<file path="src/hdl/llwd_pkg.sv">
package llwd_pkg;

   // Worker table geometry
   localparam int PORTS = 12;
   localparam int IDX_W = (PORTS > 1) ? $clog2(PORTS) : 1;
   localparam int CNT_W = $clog2(PORTS + 1);

   // Field widths fixed by the interface
   localparam int FUNC_W  = 3;
   localparam int PORT_W  = 4;
   localparam int TIME_W  = 32;
   localparam int QUEUE_W = 8;
   localparam int KHZ_W   = 19;
   localparam int KIND_W  = 2;

   localparam logic [QUEUE_W-1:0] QUEUE_LIMIT = 8'hFF;

   // Event codes
   localparam logic [FUNC_W-1:0] FUNC_PROBE_OK   = 3'd0;
   localparam logic [FUNC_W-1:0] FUNC_PROBE_FAIL = 3'd1;
   localparam logic [FUNC_W-1:0] FUNC_RESULT     = 3'd2;
   localparam logic [FUNC_W-1:0] FUNC_STATUS     = 3'd3;
   localparam logic [FUNC_W-1:0] FUNC_OTHER      = 3'd4;
   localparam logic [FUNC_W-1:0] FUNC_DISPATCH   = 3'd5;
   localparam logic [FUNC_W-1:0] FUNC_SWEEP      = 3'd6;

   // Result kinds
   localparam logic [KIND_W-1:0] KIND_REFUSED = 2'd0;
   localparam logic [KIND_W-1:0] KIND_GRANTED = 2'd1;
   localparam logic [KIND_W-1:0] KIND_DROP    = 2'd2;
   localparam logic [KIND_W-1:0] KIND_NONE    = 2'd3;

   // Register map (word index = byte address / 4)
   localparam int CSR_ADDR_W = 4;
   localparam logic [1:0] REG_MAX_CLOCK    = 2'd0;
   localparam logic [1:0] REG_IDLE_CLOCK   = 2'd1;
   localparam logic [1:0] REG_IDLE_TIMEOUT = 2'd2;

   localparam logic [KHZ_W-1:0]  MAX_CLOCK_RESET    = 19'd250000;
   localparam logic [KHZ_W-1:0]  IDLE_CLOCK_RESET   = 19'd12000;
   localparam logic [TIME_W-1:0] IDLE_TIMEOUT_RESET = 32'd1000000;

   typedef struct packed {
      logic               alive;
      logic               busy;
      logic [QUEUE_W-1:0] queue;
      logic [TIME_W-1:0]  seen_us;
      logic [KHZ_W-1:0]   set_khz;
   } entry_type;

endpackage

</file>
<file path="src/hdl/least_loaded_worker_dispatcher.sv">
// Least-loaded worker dispatcher. Keeps one table entry per worker port
// (alive, busy, queue depth, last-seen time, commanded clock) in a small
// synchronous RAM and updates it from events on the req_ channel. Port
// events (probe ok/fail, result, status, other packet) give no result;
// each is accepted, its entry is read and then written back. A dispatch
// or an idle sweep walks the table with one RAM read per cycle, but a
// sweep holds its walk while a further drop is ready, an earlier drop
// word is held back and the output register still holds an untaken word.
// A dispatch gives exactly one word (granted or refused); a sweep gives
// one clock-drop word per dropped port in ascending order, or one "none
// found" word, with rsp_last on the final word. Events for ports at or
// above PORTS and func code 7 are taken and dropped silently. The table
// reads as all zero after reset through per-entry valid bits, so no
// clearing pass is needed. Registers live at byte addresses 0 (max clock),
// 4 (idle clock) and 8 (idle timeout). The user must write them only while
// the block is idle; the block itself does not enforce this.
module least_loaded_worker_dispatcher (
   input  logic                          clock,
   input  logic                          reset,
   // Event channel
   input  logic                          req_valid,
   output logic                          req_stall,
   input  logic [llwd_pkg::FUNC_W-1:0]   req_func,
   input  logic [llwd_pkg::PORT_W-1:0]   req_port,
   input  logic [llwd_pkg::TIME_W-1:0]   req_now_us,
   input  logic                          req_status_valid,
   input  logic                          req_worker_busy,
   input  logic [llwd_pkg::QUEUE_W-1:0]  req_queue_level,
   // Result channel
   output logic                          rsp_valid,
   input  logic                          rsp_stall,
   output logic [llwd_pkg::KIND_W-1:0]   rsp_kind,
   output logic [llwd_pkg::PORT_W-1:0]   rsp_chosen_port,
   output logic                          rsp_clock_raised,
   output logic [llwd_pkg::KHZ_W-1:0]    rsp_command_khz,
   output logic                          rsp_last,
   // Register port
   input  logic                          csr_psel,
   input  logic                          csr_penable,
   input  logic                          csr_pwrite,
   input  logic [llwd_pkg::CSR_ADDR_W-1:0] csr_paddr,
   input  logic [31:0]                   csr_pwdata,
   output logic [31:0]                   csr_prdata,
   output logic                          csr_pready
);

   typedef enum logic [2:0] {
      S_IDLE,
      S_READ,
      S_MODIFY,
      S_SCAN,
      S_FINAL
   } state_type;

   // ---------------------------------------------------------------------
   // Registers
   // ---------------------------------------------------------------------
   logic [llwd_pkg::KHZ_W-1:0]  max_clock_ff;
   logic [llwd_pkg::KHZ_W-1:0]  idle_clock_ff;
   logic [llwd_pkg::TIME_W-1:0] idle_timeout_ff;
   logic [1:0]                  csr_index;
   logic                        csr_write;

   assign csr_pready = 1'b1;
   assign csr_index  = csr_paddr[3:2];
   assign csr_write  = csr_psel & csr_penable & csr_pwrite;

   always_ff @(posedge clock) begin
      if (reset) begin
         max_clock_ff    <= llwd_pkg::MAX_CLOCK_RESET;
         idle_clock_ff   <= llwd_pkg::IDLE_CLOCK_RESET;
         idle_timeout_ff <= llwd_pkg::IDLE_TIMEOUT_RESET;
      end else if (csr_write) begin
         case (csr_index)
            llwd_pkg::REG_MAX_CLOCK: begin
               max_clock_ff <= csr_pwdata[llwd_pkg::KHZ_W-1:0];
            end
            llwd_pkg::REG_IDLE_CLOCK: begin
               idle_clock_ff <= csr_pwdata[llwd_pkg::KHZ_W-1:0];
            end
            llwd_pkg::REG_IDLE_TIMEOUT: begin
               idle_timeout_ff <= csr_pwdata;
            end
            default: begin
            end
         endcase
      end
   end

   always_comb begin
      case (csr_index)
         llwd_pkg::REG_MAX_CLOCK:    csr_prdata = 32'(max_clock_ff);
         llwd_pkg::REG_IDLE_CLOCK:   csr_prdata = 32'(idle_clock_ff);
         llwd_pkg::REG_IDLE_TIMEOUT: csr_prdata = idle_timeout_ff;
         default:                    csr_prdata = '0;
      endcase
   end

   // ---------------------------------------------------------------------
   // Port table RAM: one read and one write port, registered read data.
   // A per-entry valid bit makes never-written entries read as zero.
   // ---------------------------------------------------------------------
   llwd_pkg::entry_type         port_ram [llwd_pkg::PORTS];
   logic [llwd_pkg::PORTS-1:0]  entry_vld_ff;
   llwd_pkg::entry_type         rd_data_ff;
   logic                        rd_hit_ff;
   logic                        rd_en;
   logic [llwd_pkg::IDX_W-1:0]  rd_addr;
   logic                        wr_en;
   logic [llwd_pkg::IDX_W-1:0]  wr_addr;
   llwd_pkg::entry_type         wr_data;
   llwd_pkg::entry_type         ent;

   always_ff @(posedge clock) begin
      if (wr_en) begin
         port_ram[wr_addr] <= wr_data;
      end
      if (rd_en) begin
         rd_data_ff <= port_ram[rd_addr];
         rd_hit_ff  <= entry_vld_ff[rd_addr];
      end
   end

   always_ff @(posedge clock) begin
      if (reset) begin
         entry_vld_ff <= '0;
      end else if (wr_en) begin
         entry_vld_ff[wr_addr] <= 1'b1;
      end
   end

   assign ent = rd_hit_ff ? rd_data_ff : '0;

   // ---------------------------------------------------------------------
   // Sequencer and datapath
   // ---------------------------------------------------------------------
   state_type                     state_ff, state_in;
   logic [llwd_pkg::FUNC_W-1:0]   op_func_ff, op_func_in;
   logic [llwd_pkg::IDX_W-1:0]    op_idx_ff, op_idx_in;
   logic [llwd_pkg::TIME_W-1:0]   op_now_ff, op_now_in;
   logic                          op_sv_ff, op_sv_in;
   logic                          op_wb_ff, op_wb_in;
   logic [llwd_pkg::QUEUE_W-1:0]  op_ql_ff, op_ql_in;
   logic [llwd_pkg::CNT_W-1:0]    scan_ff, scan_in;
   logic                          eval_vld_ff, eval_vld_in;
   logic [llwd_pkg::IDX_W-1:0]    eval_idx_ff, eval_idx_in;
   logic                          found_ff, found_in;
   logic [llwd_pkg::IDX_W-1:0]    best_idx_ff, best_idx_in;
   logic [llwd_pkg::QUEUE_W-1:0]  best_q_ff, best_q_in;
   llwd_pkg::entry_type           best_ent_ff, best_ent_in;
   logic                          pend_vld_ff, pend_vld_in;
   logic [llwd_pkg::IDX_W-1:0]    pend_idx_ff, pend_idx_in;

   logic                          rsp_valid_ff, rsp_valid_in;
   logic [llwd_pkg::KIND_W-1:0]   rsp_kind_ff, rsp_kind_in;
   logic [llwd_pkg::PORT_W-1:0]   rsp_port_ff, rsp_port_in;
   logic                          rsp_raised_ff, rsp_raised_in;
   logic [llwd_pkg::KHZ_W-1:0]    rsp_khz_ff, rsp_khz_in;
   logic                          rsp_last_ff, rsp_last_in;

   logic                          req_accept;
   logic                          port_ok;
   logic                          out_free;
   logic                          issue;
   logic [llwd_pkg::IDX_W-1:0]    scan_idx;
   logic [llwd_pkg::TIME_W-1:0]   silent;
   logic                          drop;
   logic                          cand;
   logic                          hold_scan;
   logic                          raise;
   llwd_pkg::entry_type           event_ent;
   llwd_pkg::entry_type           drop_ent;
   llwd_pkg::entry_type           grant_ent;

   logic                          out_load;
   logic [llwd_pkg::KIND_W-1:0]   out_kind;
   logic [llwd_pkg::IDX_W-1:0]    out_idx;
   logic                          out_raised;
   logic [llwd_pkg::KHZ_W-1:0]    out_khz;
   logic                          out_last;

   assign req_stall  = (state_ff != S_IDLE);
   assign req_accept = req_valid & ~req_stall;
   assign port_ok    = (32'(req_port) < 32'(llwd_pkg::PORTS));
   // Output register is free when empty or being drained this cycle
   assign out_free   = ~rsp_valid_ff | ~rsp_stall;

   assign issue    = (scan_ff < llwd_pkg::CNT_W'(llwd_pkg::PORTS));
   assign scan_idx = scan_ff[llwd_pkg::IDX_W-1:0];

   // Candidate tests on the entry that the RAM returned this cycle
   assign silent = op_now_ff - ent.seen_us;
   assign drop   = ent.alive & ~ent.busy & (silent > idle_timeout_ff)
                   & (ent.set_khz > idle_clock_ff);
   assign cand   = ent.alive & ~ent.busy & (ent.queue < best_q_ff);
   // A second drop cannot proceed until the held one has somewhere to go
   assign hold_scan = eval_vld_ff & (op_func_ff == llwd_pkg::FUNC_SWEEP) & drop
                      & pend_vld_ff & ~out_free;
   assign raise     = best_ent_ff.set_khz < max_clock_ff;

   always_comb begin
      drop_ent         = ent;
      drop_ent.set_khz = idle_clock_ff;

      grant_ent      = best_ent_ff;
      grant_ent.busy = 1'b1;
      if (raise) begin
         grant_ent.set_khz = max_clock_ff;
      end

      event_ent = ent;
      case (op_func_ff)
         llwd_pkg::FUNC_PROBE_OK: begin
            event_ent.alive   = 1'b1;
            event_ent.seen_us = op_now_ff;
            if (ent.set_khz == '0) begin
               event_ent.set_khz = max_clock_ff;
            end
            if (op_sv_ff) begin
               event_ent.busy  = op_wb_ff;
               event_ent.queue = op_ql_ff;
            end
         end
         llwd_pkg::FUNC_PROBE_FAIL: begin
            event_ent.alive = 1'b0;
         end
         llwd_pkg::FUNC_RESULT: begin
            event_ent.alive   = 1'b1;
            event_ent.seen_us = op_now_ff;
            event_ent.busy    = 1'b0;
         end
         llwd_pkg::FUNC_STATUS: begin
            event_ent.alive   = 1'b1;
            event_ent.seen_us = op_now_ff;
            if (op_sv_ff) begin
               event_ent.busy  = op_wb_ff;
               event_ent.queue = op_ql_ff;
            end
         end
         llwd_pkg::FUNC_OTHER: begin
            event_ent.alive   = 1'b1;
            event_ent.seen_us = op_now_ff;
         end
         default: begin
         end
      endcase
   end

   always_comb begin
      state_in    = state_ff;
      op_func_in  = op_func_ff;
      op_idx_in   = op_idx_ff;
      op_now_in   = op_now_ff;
      op_sv_in    = op_sv_ff;
      op_wb_in    = op_wb_ff;
      op_ql_in    = op_ql_ff;
      scan_in     = scan_ff;
      eval_vld_in = eval_vld_ff;
      eval_idx_in = eval_idx_ff;
      found_in    = found_ff;
      best_idx_in = best_idx_ff;
      best_q_in   = best_q_ff;
      best_ent_in = best_ent_ff;
      pend_vld_in = pend_vld_ff;
      pend_idx_in = pend_idx_ff;

      rd_en   = 1'b0;
      rd_addr = scan_idx;
      wr_en   = 1'b0;
      wr_addr = eval_idx_ff;
      wr_data = drop_ent;

      out_load   = 1'b0;
      out_kind   = llwd_pkg::KIND_NONE;
      out_idx    = '0;
      out_raised = 1'b0;
      out_khz    = '0;
      out_last   = 1'b1;

      case (state_ff)
         S_IDLE: begin
            if (req_accept) begin
               op_func_in = req_func;
               op_idx_in  = llwd_pkg::IDX_W'(req_port);
               op_now_in  = req_now_us;
               op_sv_in   = req_status_valid;
               op_wb_in   = req_worker_busy;
               op_ql_in   = req_queue_level;
               scan_in     = '0;
               eval_vld_in = 1'b0;
               found_in    = 1'b0;
               best_q_in   = llwd_pkg::QUEUE_LIMIT;
               pend_vld_in = 1'b0;
               if (req_func <= llwd_pkg::FUNC_OTHER) begin
                  if (port_ok) begin
                     state_in = S_READ;
                  end
               end else if (req_func == llwd_pkg::FUNC_DISPATCH ||
                            req_func == llwd_pkg::FUNC_SWEEP) begin
                  state_in = S_SCAN;
               end
            end
         end
         S_READ: begin
            rd_en    = 1'b1;
            rd_addr  = op_idx_ff;
            state_in = S_MODIFY;
         end
         S_MODIFY: begin
            wr_en    = 1'b1;
            wr_addr  = op_idx_ff;
            wr_data  = event_ent;
            state_in = S_IDLE;
         end
         S_SCAN: begin
            if (!hold_scan) begin
               // Read the next entry while judging the previous one
               rd_en       = issue;
               eval_vld_in = issue;
               eval_idx_in = scan_idx;
               if (issue) begin
                  scan_in = scan_ff + 1'b1;
               end else begin
                  state_in = S_FINAL;
               end
               if (eval_vld_ff) begin
                  if (op_func_ff == llwd_pkg::FUNC_DISPATCH) begin
                     if (cand) begin
                        found_in    = 1'b1;
                        best_idx_in = eval_idx_ff;
                        best_q_in   = ent.queue;
                        best_ent_in = ent;
                     end
                  end else if (drop) begin
                     wr_en = 1'b1;
                     // Hold each drop back one step so the final one can carry last
                     if (pend_vld_ff) begin
                        out_load = 1'b1;
                        out_kind = llwd_pkg::KIND_DROP;
                        out_idx  = pend_idx_ff;
                        out_khz  = idle_clock_ff;
                        out_last = 1'b0;
                     end
                     pend_vld_in = 1'b1;
                     pend_idx_in = eval_idx_ff;
                  end
               end
            end
         end
         S_FINAL: begin
            if (out_free) begin
               out_load = 1'b1;
               state_in = S_IDLE;
               if (op_func_ff == llwd_pkg::FUNC_DISPATCH) begin
                  if (found_ff) begin
                     wr_en      = 1'b1;
                     wr_addr    = best_idx_ff;
                     wr_data    = grant_ent;
                     out_kind   = llwd_pkg::KIND_GRANTED;
                     out_idx    = best_idx_ff;
                     out_raised = raise;
                     out_khz    = raise ? max_clock_ff : '0;
                  end else begin
                     out_kind = llwd_pkg::KIND_REFUSED;
                  end
               end else if (pend_vld_ff) begin
                  out_kind = llwd_pkg::KIND_DROP;
                  out_idx  = pend_idx_ff;
                  out_khz  = idle_clock_ff;
               end
            end
         end
         default: begin
            state_in = S_IDLE;
         end
      endcase

      // Output register: load a new word, else drain when taken
      rsp_valid_in  = rsp_valid_ff & rsp_stall;
      rsp_kind_in   = rsp_kind_ff;
      rsp_port_in   = rsp_port_ff;
      rsp_raised_in = rsp_raised_ff;
      rsp_khz_in    = rsp_khz_ff;
      rsp_last_in   = rsp_last_ff;
      if (out_load) begin
         rsp_valid_in  = 1'b1;
         rsp_kind_in   = out_kind;
         rsp_port_in   = llwd_pkg::PORT_W'(out_idx);
         rsp_raised_in = out_raised;
         rsp_khz_in    = out_khz;
         rsp_last_in   = out_last;
      end
   end

   always_ff @(posedge clock) begin
      if (reset) begin
         state_ff     <= S_IDLE;
         rsp_valid_ff <= 1'b0;
         eval_vld_ff  <= 1'b0;
         pend_vld_ff  <= 1'b0;
         found_ff     <= 1'b0;
      end else begin
         state_ff     <= state_in;
         rsp_valid_ff <= rsp_valid_in;
         eval_vld_ff  <= eval_vld_in;
         pend_vld_ff  <= pend_vld_in;
         found_ff     <= found_in;
      end
      op_func_ff    <= op_func_in;
      op_idx_ff     <= op_idx_in;
      op_now_ff     <= op_now_in;
      op_sv_ff      <= op_sv_in;
      op_wb_ff      <= op_wb_in;
      op_ql_ff      <= op_ql_in;
      scan_ff       <= scan_in;
      eval_idx_ff   <= eval_idx_in;
      best_idx_ff   <= best_idx_in;
      best_q_ff     <= best_q_in;
      best_ent_ff   <= best_ent_in;
      pend_idx_ff   <= pend_idx_in;
      rsp_kind_ff   <= rsp_kind_in;
      rsp_port_ff   <= rsp_port_in;
      rsp_raised_ff <= rsp_raised_in;
      rsp_khz_ff    <= rsp_khz_in;
      rsp_last_ff   <= rsp_last_in;
   end

   assign rsp_valid        = rsp_valid_ff;
   assign rsp_kind         = rsp_kind_ff;
   assign rsp_chosen_port  = rsp_port_ff;
   assign rsp_clock_raised = rsp_raised_ff;
   assign rsp_command_khz  = rsp_khz_ff;
   assign rsp_last         = rsp_last_ff;

   // ---------------------------------------------------------------------
   // Assertions
   // ---------------------------------------------------------------------
   a_no_write_idle: assert property (@(posedge clock) disable iff (reset)
      wr_en |-> (state_ff != S_IDLE))
      else $error("table write while idle");

   a_no_overwrite: assert property (@(posedge clock) disable iff (reset)
      out_load |-> (!rsp_valid_ff || !rsp_stall))
      else $error("result word overwritten before it was taken");

   a_scan_start: assert property (@(posedge clock) disable iff (reset)
      (req_accept && (req_func == llwd_pkg::FUNC_DISPATCH ||
                      req_func == llwd_pkg::FUNC_SWEEP))
      |=> (state_ff == S_SCAN && scan_ff == '0))
      else $error("dispatch or sweep did not start a table walk");

   a_dispatch_last: assert property (@(posedge clock) disable iff (reset)
      (rsp_valid && (rsp_kind == llwd_pkg::KIND_REFUSED ||
                     rsp_kind == llwd_pkg::KIND_GRANTED)) |-> rsp_last)
      else $error("dispatch word without last");

endmodule
</file>
<file path="config.mk">
export PLATFORM = sky130hd
export DESIGN_NAME = least_loaded_worker_dispatcher
export DESIGN_NICKNAME = d
export VERILOG_FILES = /design/src/hdl/llwd_pkg.sv /design/src/hdl/least_loaded_worker_dispatcher.sv
export SDC_FILE = /design/constraint.sdc
export NUM_CORES = 2
export LEC_CHECK = 0
export ABC_AREA = 1
export BUFFER_PORTS_ARGS = -buffer_cell sky130_fd_sc_hd__buf_4
export CAP_MARGIN = 20
export CORE_MARGIN = 8
export CORE_UTILIZATION = 60
export CTS_BUF_LIST = sky130_fd_sc_hd__clkbuf_16
export DETAILED_ROUTE_END_ITERATION = 6
export HOLD_SLACK_MARGIN = 0.1
export MAX_ROUTING_LAYER = met4
export PLACE_DENSITY_LB_ADDON = 0.25
export SLEW_MARGIN = 25
export SYNTH_ARGS = -nofsm -noshare
export SYNTH_HDL_FRONTEND = slang
export SYNTH_SLANG_ARGS = --single-unit
</file>
<file path="constraint.sdc">
create_clock -name clock -period 10.1 [get_ports clock]
set_input_delay 2.02 -clock clock [delete_from_list [all_inputs] [get_ports clock]]
set_output_delay 2.02 -clock clock [all_outputs]
set_load 0.01 [all_outputs]
</file>
# Yosys cells after proc, flatten, opt, wreduce, memory -nomap -nowiden
# Memory sizes are Yosys's and may differ from the RTL's. A register that Yosys moved wholly into a read port is not among the register bits.
# Index checks and enable logic that the tools add are counted.
dict set report classes {
  shift 0
  eq_ne 26
  n_mux 103
  addsub 2
  n_lt_le_gt_ge 10
  div_mod_pow 0
  reduce_logical 24
  multipliers 0
  bitwise_logic 24
}
# op count
set ops {}
lappend ops {{2-to-1 mux 61 bit} 4}
lappend ops {{2-to-1 mux 19 bit} 12}
lappend ops {{one-hot mux 61 bit (2 select lines)} 1}
lappend ops {{one-hot mux 32 bit (3 select lines)} 1}
lappend ops {{2-to-1 mux 4 bit} 15}
lappend ops {{2-to-1 mux 8 bit} 6}
lappend ops {{one-hot mux 19 bit (2 select lines)} 1}
lappend ops {{2-to-1 mux 1 bit} 36}
lappend ops {{greater-than comparator 32 bit} 1}
lappend ops {{2-to-1 mux 32 bit} 1}
lappend ops {{subtractor 32 bit} 1}
lappend ops {{one-hot mux 4 bit (2 select lines)} 3}
lappend ops {{2-to-1 mux 3 bit} 7}
lappend ops {{!= test 2 bit, second input constant} 10}
lappend ops {{greater-than comparator 19 bit} 1}
lappend ops {{logical NOT 19 bit} 1}
lappend ops {{< comparator 19 bit} 1}
lappend ops {{equality test 3 bit, second input constant} 6}
lappend ops {{AND reduction 6 bit} 3}
lappend ops {{one-hot mux 8 bit (2 select lines)} 1}
lappend ops {{one-hot mux 1 bit (2 select lines)} 7}
lappend ops {{bitwise AND 1 bit} 12}
lappend ops {{equality test 3 x 2 -> 1 bit, second input constant} 4}
lappend ops {{bitwise OR 12 bit} 1}
lappend ops {{other kinds (32)} 53}
dict set report word_totals {
  mem_bits_rw 732
  memories 1
  mem_bits_ro 0
  input_bits 92
  latchBits 0
  register_bits 250
  out_inout_bits 62
}
# name words word_bits read_ports rd_ports_with_merged_regs write_ports line
set memory_table {}
lappend memory_table {port_ram 12 61 1 1 1 least_loaded_worker_dispatcher.sv:103} ;# llwd_pkg::entry_type port_ram [llwd_pkg::PORTS];

# Longest topological paths before layout
dict set report depth {
  word_depth 12
  mapped_depth 34
  depth_no_buf 30
}

# Least setup slack after synthesis
# No wires, ideal clock.
dict set report synth_timing {
  path_type {register -> register}
  from {register rd_hit_ff}
  to {memory port_ram[6][0] (netlist bit) (enable)}
  t_required_ns 9.619
  setup_slack_ns 2.750
  synth_period_minus_slack_ns 7.350
  arrival_ns 6.869
  n_path_buf 5
  stages_incl_launch_ff 31
  cell_sequence {edfxtp_1 buf_6 buf_6 clkbuf_1 clkbuf_1 nand2_1 inv_1 ha_1 inv_1 fa_1 nand3_1 nand2_1 a21oi_1 o21ai_2 a21boi_0 o21ai_1 nand2_1 nand2_1 xor2_1 ha_1 nand2_1 nor2_1 nand2_1 a21oi_1 nor2_1 a21oi_2 nand4_4 nand2_2 buf_6 nand2_1 nor2_1}
}
# item line
set synth_rtl {}
lappend synth_rtl {{start: declaration} least_loaded_worker_dispatcher.sv:106} ;# logic rd_hit_ff;
lappend synth_rtl {{start signal: assignment} least_loaded_worker_dispatcher.sv:120} ;# rd_hit_ff <= entry_vld_ff[rd_addr];
lappend synth_rtl {{end: declaration} least_loaded_worker_dispatcher.sv:103}

==> flow_metrics.py <==
metrics = {
    "synthesis": {
        "synth_compound_area_share_pct": 11.8,
        "syn_area_um2": 45300,
        "synthCells": 4060,
        "syn-num-nets": 4262,
        "synth_cell_types": 58,
        "synthMuxAreaShare_pct": 0,
        "synth-seq-cells": 1043,
        "yosysSeqAreaShare_pct": 67.1,
        "synthAdderAreaFrac_pct": 3.05,
        "synth_simple_gate_area_share_pct": 12.9,
        "synth_top_family_by_area": "simple AND/OR/NAND/NOR gates",
        "ys_warn_count": 0,
        "synth_area_per_cell_um2": 11.2,
        "synthXorXnorAreaFrac_pct": 0.580,
    },
    "hold_path": {
        "hold_class": "flip-flop to flip-flop",
    },
    "sta": {
        "maxSlewViolCount": 0,
        "rsz0062_at_grt": "no",
        "fin_skew_ns": 0.0323,
        "hold_violations": 0,
        "setup_viol": 0,
        "fin_setup_tns_ns": 0,
        "hold_ws_ns": 0.456,
        "slew-limit-headroom_pct": 25.5,
        "fin_crit_ns": 7.54,
        "max_freq_ghz": 0.133,
        "post-route-period-util_pct": 74.7,
        "worstMarginPinSlew_ns": 1.11,
    },
    "placement": {
        "gp_congestion": 0.961,
        "port_buffers": 150,
        "hpwlAfterDp_um": 73300,
    },
    "run": {
        "maxCapViolCount": 0,
    },
    "final_layout": {
        "synthToLayoutAreaGrowth_pct": 11.7,
        "final_common_cell": "edfxtp_1",
        "num-nets-final": 4357,
        "drive_gt1_share_pct": 10.3,
        "layout_common_cells": "954 x edfxtp_1, 752 x nand2_1, 414 x o21ai_0",
    },
    "cts": {
        "numCtsBuffers": 100,
        "cts.repair.resized": 0,
        "post-cts-setup-buffers": 0,
        "hold_buffers": 0,
        "clk_pin_slew_ns": 0.06,
        "root_buffer": "clkbuf_16",
        "h-tree-depth": 3,
        "tritoncts": "yes",
        "max-clock-path-buffers": 3,
        "cts.sinks": 1043,
        "insertion_delay_ns": 0.67,
    },
    "worst_setup_path": {
        "worst_setup_path_start_kind": "flip-flop",
        "cp.required_ns": 10.39,
        "critPathMaxFanout": 57,
        "cpMostUsedCell": "nand2_1",
        "crit_slowest_cell": "clkinv_2",
        "worstSetupPathType": "flip-flop to flip-flop",
        "crit_arrival_ns": 7.83,
        "worst_path_largest_cell_delay_ns": 0.72,
        "endpoint_kind": "flip-flop",
    },
    "global_route": {
        "grt_pass1_wl_um": 182000,
        "antenna_found_initial": 1,
        "grtUsageTotal_pct": 28.8,
        "grt_max_degree": 204,
        "overflow": 0,
        "grt_pass1_vias": 30000,
    },
    "routing": {
        "routed_wl_um": 124000,
        "first_pass_iters": 5,
        "route.detailed.drc": 0,
        "drt-wirelength-per-cell_um": 23.7,
        "dr_total_vias": 32200,
        "initialDrtViolationCount": 4166,
        "ant_nets": 0,
        "via_per_inst": 6.18,
    },
    "pwr": {
        "vdd_drop_max_mv": 0.297,
        "swShare_pct": 39.9,
        "pwr-share-clk_pct": 23.3,
        "p_switching_mw": 6.42,
        "combPwrFrac_pct": 39.4,
        "p_seq_share_pct": 37.3,
        "p_leak_nw": 18.5,
        "intPower_mw": 9.69,
        "powerDensity_nw_per_um2": 318,
    },
    "die": {
        "coreArea_um2": 74600,
        "initial_utilization_pct": 60.8,
        "fp.dieW_um": 291,
        "io-pin-count": 154,
        "die-height_um": 291,
        "fp-row-count": 100,
        "dieArea_um2": 84600,
    },
    "outcome": {
        "status": "finished clean",
    },
}
## power groups by stage
stage	logic, mW	clock network (mW)	registers, mW
finish	6.35	3.75	6.00
global route	6.92	3.94	6.02
CTS	6.18	3.78	5.99
detailed placement	6.14	0	6.08
global placement	5.97	0	6.08
floorplan	4.32	0	5.95
## state kept, by name, summed over array words and instances, names as in the netlist, 12 cells and up
signal           flops
idle_timeout_ff     32
entry_vld_ff        12
rd_data_ff          61
rsp_command_khz     19
port_ram           732
idle_clock_ff       19
best_ent_ff         60
max_clock_ff        19
op_now_ff           32
## synth_stat cells (all sizes together)
cell | count | share of area (%)
fa | 1 | 0.044
o21a | 1 | 0.017
a22oi | 2 | 0.044
nor3 | 12 | 0.13
and2 | 3 | 0.041
a21boi | 8 | 0.13
edfxtp | 954 | 63
nor2 | 421 | 3.6
a21o | 9 | 0.15
clkinv | 4 | 0.033
o2111ai | 1 | 0.019
a32oi | 1 | 0.019
o221ai | 22 | 0.48
xnor2 | 8 | 0.15
ha | 109 | 3.0
conb | 1 | 0.0083
a31oi | 5 | 0.069
o21ai | 514 | 5.7
nor4 | 4 | 0.083
a221oi | 2 | 0.039
a21oi | 159 | 1.8
nand4 | 13 | 0.23
clkbuf | 122 | 1.0
dfxtp | 89 | 3.9
o21bai | 6 | 0.11
and3 | 1 | 0.014
buf | 95 | 1.2
nand2 | 760 | 6.4
xor2 | 22 | 0.43
o211ai | 73 | 1.2
o22ai | 143 | 2.0
o41ai | 1 | 0.019
nand3 | 218 | 2.4
inv | 276 | 2.3
## worst max-delay path, delay by kind of cell, from the launching register on
kind	cells	cell delay, ns
compound gates	5	1.27
fa+ha+maj	3	0.81
buf+inv	6	2.17
simple gates	14	2.42
flops	1	0.40
## path summary, 6_finish.rpt
kind / start / depth (start not counted) / to / slack (ns)
setup / recovery: rd_hit_ff$_DFFE_PP_ / 28 / port_ram[2][58]$_DFFE_PP_ / 2.56
hold / removal: entry_vld_ff[8]$_SDFFE_PP0P_ / 2 / entry_vld_ff[8]$_SDFFE_PP0P_ / 0.46
setup reg to reg: rd_hit_ff$_DFFE_PP_ / 28 / port_ram[2][58]$_DFFE_PP_ / 2.56
hold reg to reg: entry_vld_ff[8]$_SDFFE_PP0P_ / 2 / entry_vld_ff[8]$_SDFFE_PP0P_ / 0.46
## cell families (layout without fill, tap and decap cells)
kind of cell             Yosys count  count (layout)
XOR/XNOR                          30              30
other                              1               3
AO/OA/AOI/OAI                    947             947
buffers and inverters            497             678
adder cells (fa/ha/maj)          110             110
flip-flops                      1043            1043
AND/OR/NAND/NOR                 1432            1432
## metrics by stage
stage          utilization [%]  power [mW]  instance area, µm²  setup slack, ns  std cells
6_report                  67.9        16.1               50600             2.56       5212
5_1_grt                   67.9        16.9               50600             2.25       5210
4_1_cts                   67.7        16.0               50500             2.78       5198
3_5_place_dp              63.2        12.2               47200             2.82       5010
3_3_place_gp              63.2        12.0               47100             2.81       5004
2_1_floorplan                -        10.3               45300             2.75       4060
## metal layers
layer	GRT usage, %	wire length [µm]	up-vias	part of all wire (%)
met4	9.56	3790	0	3.1
met1	38.9	47100	15500	38
li1	-	-	14600	-
met5	-	0	-	0
met2	44.7	57400	1882	46
met3	4.80	15300	266	12
## cell type report
type,count,area [µm²]
Inverter,280,1070
Clock buffer,102,2550
Clock inverter,86,772
Antenna cell,2,5.00
Timing Repair Buffer,210,1600
Tap cell,969,1210
Sequential cell,1043,30400
Fill cell,5337,24000
Multi-Input combinational cell,2520,13000
No activity file was read; power rests on OpenSTA's default activity.
